<file path="config.mk">
export PLATFORM = sky130hd
export DESIGN_NAME = id3_text_frame_parser_unit
export DESIGN_NICKNAME = d
export VERILOG_FILES = /design/src/id3tfp_pkg.sv /design/src/id3tfp_step.sv /design/src/id3_text_frame_parser_unit.sv
export SDC_FILE = /design/constraint.sdc
export NUM_CORES = 1
export LEC_CHECK = 0
export ABC_AREA = 1
export BUFFER_PORTS_ARGS = -buffer_cell sky130_fd_sc_hd__clkbuf_2
export CAP_MARGIN = 30
export CELL_PAD_IN_SITES_DETAIL_PLACEMENT = 1
export CELL_PAD_IN_SITES_GLOBAL_PLACEMENT = 1
export CORE_UTILIZATION = 45
export DETAILED_ROUTE_END_ITERATION = 10
export PLACE_DENSITY_LB_ADDON = 0.15
export SLEW_MARGIN = 10
export SYNTH_ARGS = -nofsm -noshare
export SYNTH_HDL_FRONTEND = slang
export SYNTH_SLANG_ARGS = --single-unit
</file>
<file path="constraint.sdc">
create_clock -name aclk -period 10.9 [get_ports aclk]
set_clock_uncertainty 0.15 [all_clocks]
set_input_delay 3.27 -clock aclk [delete_from_list [all_inputs] [get_ports aclk]]
set_output_delay 3.27 -clock aclk [all_outputs]
set_load 0.02 [all_outputs]
</file>
<file path="src/id3tfp_pkg.sv">
// Shared types, constants and frame ID table for the ID3 text frame parser.
// No dependencies; imported by every other file of the block.
package id3tfp_pkg;

    localparam int unsigned HEADER_BYTES        = 10;
    localparam int unsigned ID_BYTES            = 4;
    localparam int unsigned SIZE_BYTES          = 4;
    localparam int unsigned SKIP_BYTES          = 3;
    localparam int unsigned KIND_COUNT          = 6;
    localparam int unsigned KIND_W              = 3;
    localparam int unsigned COUNT_W             = 32;
    localparam logic [2:0]  FRAMES_WANTED_RESET = 3'd6;
    localparam logic [2:0]  FRAMES_CAP          = 3'd7;

    localparam logic [31:0] KIND_IDS [KIND_COUNT] = '{
        32'h5449_5432,  // TIT2
        32'h5459_4552,  // TYER
        32'h5441_4C42,  // TALB
        32'h5450_4531,  // TPE1
        32'h434F_4D4D,  // COMM
        32'h5443_4F4E   // TCON
    };

    localparam logic [0:0] REG_FRAMES_WANTED = 1'b0;

    typedef enum logic [2:0] {
        PH_HEADER,
        PH_ID,
        PH_SIZE,
        PH_SKIP,
        PH_TEXT,
        PH_DONE
    } phase_t;

    typedef struct packed {
        phase_t              phase;
        logic [COUNT_W-1:0]  byte_count;
        logic [31:0]         frame_id;
        logic [31:0]         frame_length;
        logic [KIND_W-1:0]   current_tag;
        logic                tag_matched;
        logic [2:0]          frames_found;
    } parse_state_t;

    typedef struct packed {
        logic [KIND_W-1:0] tag_kind;
        logic [7:0]        text_byte;
        logic              text_valid;
        logic              frame_end;
        logic              all_done;
    } result_t;

    localparam parse_state_t PARSE_RESET = '{
        phase:        PH_HEADER,
        byte_count:   '0,
        frame_id:     '0,
        frame_length: '0,
        current_tag:  '0,
        tag_matched:  1'b0,
        frames_found: '0
    };

endpackage

</file>
<file path="src/id3tfp_step.sv">
// Next-state and result logic for one file byte of the ID3 text frame parser.
// Purely combinational; depends on id3tfp_pkg.
module id3tfp_step
    import id3tfp_pkg::*;
(
    input  parse_state_t cur_state,
    input  logic [7:0]   data_byte,
    input  logic         file_start,
    input  logic [2:0]   frames_wanted,
    output parse_state_t next_state,
    output result_t      result,
    output logic         result_hit
);

    parse_state_t       st;
    parse_state_t       nx;
    result_t            res;
    logic               hit;
    logic [2:0]         lim;
    logic [2:0]         found_inc;
    logic [COUNT_W-1:0] bc_inc;
    logic [COUNT_W-1:0] bc_dec;
    logic [31:0]        id_shift;
    logic               match_any;
    logic [KIND_W-1:0]  match_kind;
    logic               finish_req;

    always_comb begin
        st = file_start ? PARSE_RESET : cur_state;

        // wanted count clamped to 1..6
        if (frames_wanted == 3'd0) begin
            lim = 3'd1;
        end else if (frames_wanted > 3'(KIND_COUNT)) begin
            lim = 3'(KIND_COUNT);
        end else begin
            lim = frames_wanted;
        end
        found_inc = (st.frames_found < FRAMES_CAP) ? st.frames_found + 3'd1
                                                   : st.frames_found;

        bc_inc   = st.byte_count + COUNT_W'(1);
        bc_dec   = st.byte_count - COUNT_W'(1);
        id_shift = {st.frame_id[23:0], data_byte};

        match_any  = 1'b0;
        match_kind = '0;
        for (int k = KIND_COUNT - 1; k >= 0; k--) begin
            if (id_shift == KIND_IDS[k]) begin
                match_any  = 1'b1;
                match_kind = KIND_W'(k);
            end
        end

        nx         = st;
        res        = '0;
        hit        = 1'b0;
        finish_req = 1'b0;

        case (st.phase)
            PH_HEADER: begin
                nx.byte_count = bc_inc;
                if (bc_inc >= COUNT_W'(HEADER_BYTES)) begin
                    nx.phase      = PH_ID;
                    nx.byte_count = '0;
                end
            end
            PH_ID: begin
                nx.frame_id   = id_shift;
                nx.byte_count = bc_inc;
                if (bc_inc >= COUNT_W'(ID_BYTES)) begin
                    nx.tag_matched  = match_any;
                    nx.current_tag  = match_kind;
                    nx.phase        = PH_SIZE;
                    nx.byte_count   = '0;
                    nx.frame_length = '0;
                end
            end
            PH_SIZE: begin
                nx.frame_length = {st.frame_length[23:0], data_byte};
                nx.byte_count   = bc_inc;
                if (bc_inc >= COUNT_W'(SIZE_BYTES)) begin
                    nx.phase      = PH_SKIP;
                    nx.byte_count = '0;
                end
            end
            PH_SKIP: begin
                nx.byte_count = bc_inc;
                if (bc_inc >= COUNT_W'(SKIP_BYTES)) begin
                    if (st.frame_length <= 32'd1) begin
                        if (st.tag_matched) begin
                            hit           = 1'b1;
                            res.tag_kind  = st.current_tag;
                            res.frame_end = 1'b1;
                            finish_req    = 1'b1;
                        end else begin
                            nx.phase      = PH_ID;
                            nx.byte_count = '0;
                        end
                    end else begin
                        nx.phase      = PH_TEXT;
                        nx.byte_count = st.frame_length - 32'd1;
                    end
                end
            end
            PH_TEXT: begin
                nx.byte_count = bc_dec;
                if (st.tag_matched) begin
                    hit            = 1'b1;
                    res.tag_kind   = st.current_tag;
                    res.text_byte  = data_byte;
                    res.text_valid = 1'b1;
                    res.frame_end  = (bc_dec == '0);
                end
                if (bc_dec == '0) begin
                    if (st.tag_matched) begin
                        finish_req = 1'b1;
                    end else begin
                        nx.phase      = PH_ID;
                        nx.byte_count = '0;
                    end
                end
            end
            default: begin
            end
        endcase

        if (finish_req) begin
            nx.frames_found = found_inc;
            if (found_inc >= lim) begin
                nx.phase     = PH_DONE;
                res.all_done = 1'b1;
            end else begin
                nx.phase      = PH_ID;
                nx.byte_count = '0;
            end
        end
    end

    assign next_state = nx;
    assign result     = res;
    assign result_hit = hit;

endmodule

</file>
<file path="src/id3_text_frame_parser_unit.sv">
// Top level of the ID3 text frame parser: parse state, output register, config port.
// Depends on id3tfp_pkg and id3tfp_step.
//
//  channel  dir  handshake                  payload
//  s_       in   s_tvalid / s_tready         s_tdata = data_byte, s_tuser = file_start
//  m_       out  m_tvalid / m_tready         m_tdata = tag_kind, text_byte; m_tlast = frame_end;
//                                            m_tuser = text_valid, all_done
//  apb      in   psel, penable, pwrite       reg 0 at 0x0: frames_wanted
//
//  One file byte per cycle while s_tready is high; the state update and result are one combinational step.
//  A result is registered and appears on m_ in the cycle after its byte is taken.
//  s_tready drops only while a result is held and m_tready is low.
//  aresetn (synchronous, low) returns the parser to the header skip phase,
//  frames_wanted to 6 and empties the output register.
module id3_text_frame_parser_unit
    import id3tfp_pkg::*;
(
    input  logic        aclk,
    input  logic        aresetn,

    input  logic        s_tvalid,
    output logic        s_tready,
    input  logic [7:0]  s_tdata,    // [7:0] data_byte
    input  logic        s_tuser,    // [0] file_start

    output logic        m_tvalid,
    input  logic        m_tready,
    output logic [15:0] m_tdata,    // [2:0] tag_kind, [10:3] text_byte, [15:11] zero
    output logic        m_tlast,
    output logic [1:0]  m_tuser,    // [0] text_valid, [1] all_done

    input  logic        psel,
    input  logic        penable,
    input  logic        pwrite,
    input  logic [2:0]  paddr,
    input  logic [31:0] pwdata,
    output logic [31:0] prdata,
    output logic        pready
);

    parse_state_t state_reg;
    parse_state_t state_next;
    result_t      step_result;
    logic         step_hit;
    result_t      out_reg;
    logic         out_valid_reg;
    logic [2:0]   frames_wanted_reg;
    logic         s_accept;
    logic         cfg_write;

    assign pready    = 1'b1;
    assign cfg_write = psel && penable && pwrite && pready;
    assign prdata    = (paddr[2] == REG_FRAMES_WANTED) ? {29'd0, frames_wanted_reg} : 32'd0;

    assign s_tready = !out_valid_reg || m_tready;
    assign s_accept = s_tvalid && s_tready;

    id3tfp_step u_step (
        .cur_state     (state_reg),
        .data_byte     (s_tdata),
        .file_start    (s_tuser),
        .frames_wanted (frames_wanted_reg),
        .next_state    (state_next),
        .result        (step_result),
        .result_hit    (step_hit)
    );

    always_ff @(posedge aclk) begin
        if (!aresetn) begin
            frames_wanted_reg <= FRAMES_WANTED_RESET;
        end else if (cfg_write && paddr[2] == REG_FRAMES_WANTED) begin
            frames_wanted_reg <= pwdata[2:0];
        end
    end

    always_ff @(posedge aclk) begin
        if (!aresetn) begin
            state_reg <= PARSE_RESET;
        end else if (s_accept) begin
            state_reg <= state_next;
        end
    end

    always_ff @(posedge aclk) begin
        if (!aresetn) begin
            out_valid_reg <= 1'b0;
        end else if (s_accept) begin
            out_valid_reg <= step_hit;
        end else if (m_tready) begin
            out_valid_reg <= 1'b0;
        end
    end

    always_ff @(posedge aclk) begin
        if (s_accept && step_hit) begin
            out_reg <= step_result;
        end
    end

    assign m_tvalid = out_valid_reg;
    assign m_tdata  = {5'd0, out_reg.text_byte, out_reg.tag_kind};
    assign m_tlast  = out_reg.frame_end;
    assign m_tuser  = {out_reg.all_done, out_reg.text_valid};

endmodule

</file>
## Word-level counts from Yosys, hierarchy flattened

Index checks and enable logic that the tools add are counted.

| operators by class | value |
|---|---|
| $add $sub $neg | 4 |
| reductions and logical operators | 12 |
| $lt $le $gt $ge | 7 |
| equal/unequal tests | 10 |
| bitwise logic cells | 1 |
| multiplexer cells | 49 |

Operator list:

| operator | number |
|---|---|
| $mux W35 | 9 |
| $eq A32 B31 Y1 const B | 6 |
| $pmux W35 S5 | 1 |
| $mux W106 | 1 |
| $pmux W32 S2 | 1 |
| $sub A32 B1 Y32 const B | 2 |
| $mux W3 | 15 |
| $mux W36 | 1 |
| $add A32 B1 Y32 const B | 1 |
| $ge A32 B2 Y1 const B | 1 |
| $ge A32 B3 Y1 const B | 1 |
| $ge A32 B4 Y1 const B | 1 |
| $le A32 B1 Y1 const B | 1 |
| $logic_not A32 Y1 | 1 |
| $mux W32 | 1 |
| $mux W24 | 1 |
| $mux W1 | 13 |
| $mux W13 | 1 |
| $eq A3 B2 Y1 const B | 2 |
| $logic_not A3 Y1 | 2 |
| $pmux W1 S2 | 3 |
| $pmux W3 S2 | 1 |
| $logic_and A1 B1 Y1 | 5 |
| $mux W4 | 1 |
| other kinds (11) | 11 |

| storage, ports and cells | value |
|---|---|
| logic and storage cells | 97 |
| register bits after elaboration | 116 |
| output and inout bits | 54 |

## Logic depth before layout (Yosys ltp)

| depth | value |
|---|---|
| depth in word-level cells | 10 |
| mapped depth | 25 |

## Hierarchy

From an unflattened synthesis, not the netlist that was laid out.

| second synthesis, totals | value |
|---|---|
| cells, all modules | 2212 |
| area, all modules | 12189.2 um^2 |

By module, submodules not included:

| module | area an instance (um^2) | times used | cells an instance |
|---|---|---|---|
| id3tfp_step | 6796.5 | 1 | 1440 |
| id3_text_frame_parser_unit | 5392.7 | 1 | 772 |

## Worst setup path before layout

Ideal clock, no wire load.

| timing | value |
|---|---|
| kind | input -> output |
| start point | in paddr[2] |
| end point | out prdata[0] |
| data arrival time | 3563 ps |
| setup slack | 3917 ps |
| stages | 1 |
| cell sequence | nor2_1 |

| on the way | value |
|---|---|
| word-level cells in the longest chain between the ends | 1 |

RTL lines:

| what | line | source |
|---|---|---|
| start: declaration | id3_text_frame_parser_unit.sv:35 | `input logic [2:0] paddr,` |
| $mux W3 | id3_text_frame_parser_unit.sv:53 | `assign prdata = (paddr[2] == REG_FRAMES_WANTED) ? {29'd0, frames_wanted_reg} : 32'd0;` |
| end: declaration | id3_text_frame_parser_unit.sv:37 | `output logic [31:0] prdata,` |

Every way passes these cells.

## Final worst setup path

| timing | value |
|---|---|
| start point | in s_tuser |
| end point | reg state_reg[73] (netlist bit) |

| on the way | value |
|---|---|
| word-level cells in the longest chain between the ends | 8 |
| elaborated cells on any way between the ends | 34 |
| those cells by class | add/sub: 4; order compare: 6; eq/ne: 4; mux: 18; reduce/logical: 2 |

RTL lines:

| what | line | source |
|---|---|---|
| start: declaration | id3_text_frame_parser_unit.sv:24 | `input logic s_tuser,` |
| $mux W106 (*) | id3tfp_step.sv:29 | `st = file_start ? PARSE_RESET : cur_state;` |
| parallel branches: the longest is 6 deep, another holds $add A32 B1 Y32 | n/a |  |
| $mux W35 (*) | id3tfp_step.sv:128 | `if (finish_req) begin` |
| end signal: assignment | id3_text_frame_parser_unit.sv:80 | `state_reg <= state_next;` |
| end: declaration | id3_text_frame_parser_unit.sv:41 | `parse_state_t state_reg;` |

Every way passes the cells marked *. The select of a mux whose other input is x is not followed.
A chain may end at the register's enable or synchronous reset.

==> impl_metrics.toml <==
[clock_tree]
clkLatencyLatePin_ns = 0.44
cts_buffer_depth = 2
ctsHoldBuffers = 0
cts_tree = "done"
htreeDepth = 4
clock_sinks = 116
cts_resized = 0
cts_setup_buffers = 0
cts_root_buf = "clkbuf_16"
cts_buffers = 17
path_clk_slew_ns = 0.07

[die]
ioPinCount = 105
start_util_pct = 45.8
core_sq_um = 22600
die_area_sq_um = 23600
die_h_um = 154
rows = 55
die_width_um = 154

[worst_setup_path]
crit_fanout = 86
critPathBufInv = 4
crit_arrival_ns = 8.31
cpPeakStageDelay_ns = 0.59
required_ns = 11.12
cp_common_cell = "nand2_1"
start_kind = "input pin"
crit_slowest_cell = "nand3_2"
worstSetupEndpointType = "register"
crit_type = "input pin to register"
worstPathCellList = "clkbuf_2, buf_4, inv_8, nand3_1, nor2_4, nand2_1, nor2_4, nand2_1, nand2_1, nand2_1, nor2_1, nand2_1, nor2_4, nand3_2, nand2_2, nand2_2, nand3_2, nand2_2, inv_2, o21ai_0, a21oi_1"
path_delay_family = "simple AND/OR/NAND/NOR gates"

[pwr]
ir_worst_vdd_mv = 0.0854
p_per_area_nw_per_um2 = 112
leakagePower_uw = 0.00519

[global_route]
grt_pass1_wl_um = 63000
antenna_found_initial = 0
overflow = 0
grt_pass1_vias = 11800
grt_max_degree = 87
grt_use_total_pct = 34.1

[logic_synthesis]
synthCells = 1773
synth_edf_count = 14
synth_seq_cells = 116
avgSynthCellArea_sq_um = 5.84
yosysUniqueCellTypes = 49
synth_area_sq_um = 10400
synthArstFlopShare_pct = 0
synth_top_flop_cell = "dfxtp_1"
yosys_warnings = 0
ys_seq_area_share_pct = 23.8

[finish]
synthToLayoutAreaGrowth_pct = 6.79
largest_register_ffs = 98
diodes = 0
final_common_cell = "nand2_1"
drive_above_1_share_pct = 8.61
final_cell_mix = "nand2_1, nor2_1, inv_1, nand3_1, dfxtp_1"
design_area_sq_um = 11100
nets = 1823

[routing]
dr.pass1.iters = 5
via_count = 11900
drc = 0
wire_per_inst_um = 19.2
drt_iter0_drc = 1031
ant_nets = 0
drt-total-wl_um = 39700
viasPerCell = 5.77

[timing]
setup_violations = 0
hold_violations = 0
max_freq_mhz = 124
slew_viol_final = 0
min_period_over_period_pct = 74.3
max_slew_margin_pct = 42.1
tightest_slew_ns = 0.868
finalCriticalPeriod_ns = 8.10
setup_tns_ns = 0
rsz0062_at_grt = "false"

[placement]
placed_cell_area_sq_um = 10400
portBuffers = 38
hpwl_um = 28900
place_congestion = 0.930

[job]
maxCapViolCount = 0

[min_path]
min_path_type = "register to register"

[status]
outcome = "finished clean"
-- logic make-up after synthesis --
family,after synthesis,share of synthesized area (%)
XOR/XNOR,34,2.87
adder cells (fa/ha/maj),8,0.966
other,2,0.0725
AND/OR/NAND/NOR,1061,44.1
buffers and inverters,286,13.0
flip-flops,116,23.8
AO/OA/AOI/OAI,266,15.3
-- per-stage QoR --
stage | worst slack (ns) | total power, uW | utilization [%] | std cells | hold slack (ns)
5_1_grt | 2.43 | 1280 | 48.9 | 2062 | 0.335
3_3_place_gp | 2.61 | 634 | 46.1 | 2029 | 0.302
2_1_floorplan | 3.92 | 603 | - | 1806 | 0.291
4_1_cts | 2.89 | 1240 | 48.8 | 2061 | 0.316
3_5_place_dp | 2.49 | 638 | 46.1 | 2029 | 0.306
6_report | 2.80 | 1240 | 48.9 | 2062 | 0.318
-- worst register-to-register path, stage by stage, from the launching register on --
cell     delay, ns
dfxtp_1       0.45
nand3_1       0.23
nor2_4        0.32
nand2_1       0.25
nor2_4        0.31
nand2_1       0.09
nand2_1       0.06
nand2_1       0.14
nor2_1        0.13
nand2_1       0.11
nor2_4        0.18
nand3_2       0.59
nand2_2       0.31
nand2_2       0.15
nand3_2       0.12
nand2_2       0.08
inv_2         0.55
o21ai_0       0.27
a21oi_1       0.18
-- synthesized netlist by cell type (9+ instances only) --
cell	instances	area, sq um
nor2_2	13	81.3
buf_6	13	146
o2111ai_1	15	131
xor2_1	31	272
o21ai_0	79	395
buf_2	11	55.1
o211ai_1	34	255
o221ai_1	9	78.8
nand2_1	593	2230
nor2_1	219	822
nand2_2	19	119
nor3_1	22	110
buf_4	36	270
a31oi_1	26	163
nand4_1	52	325
dfxtp_1	102	2040
nor2_4	9	101
a21oi_1	78	390
nand3_1	104	521
inv_1	164	616
edfxtp_1	14	420
clkbuf_1	46	173
-- metal layers --
layer	global-route usage, %	vias up	share of wire, %
li1	-	5712	-
met1	43.0	5735	44
met2	57.7	352	47
met3	3.97	109	4.6
met4	17.0	0	4.5
met5	0	-	0
-- path summary, 6_finish.rpt --
path / slack [ns] / cells past startpoint / end / from
worst min register to register: 0.32 / 2 / state_reg[102]$_SDFFE_PN0P_ / state_reg[102]$_SDFFE_PN0P_
worst min-delay path: 0.32 / 2 / state_reg[102]$_SDFFE_PN0P_ / state_reg[102]$_SDFFE_PN0P_
worst max register to register: 6.15 / 18 / state_reg[73]$_SDFFE_PN0P_ / state_reg[74]$_SDFFE_PN0P_
worst max-delay path: 2.80 / 21 / state_reg[73]$_SDFFE_PN0P_ / s_tuser
-- layout make-up --
type,instances,area [sq um]
Clock buffer,22,507
Clock inverter,10,105
Fill cell,3257,11600
Inverter,175,666
Multi-Input combinational cell,1404,6680
Sequential cell,116,2460
Tap cell,285,357
Timing Repair Buffer,50,288
-- where the power goes --
| part | total, uW | internal, uW | switching [uW] |
|---|---|---|---|
| Combinational | 183 | 46.1 | 137 |
| Clock | 610 | 359 | 251 |
| Sequential | 450 | 441 | 8.26 |
(Power assumes the default switching activity.)
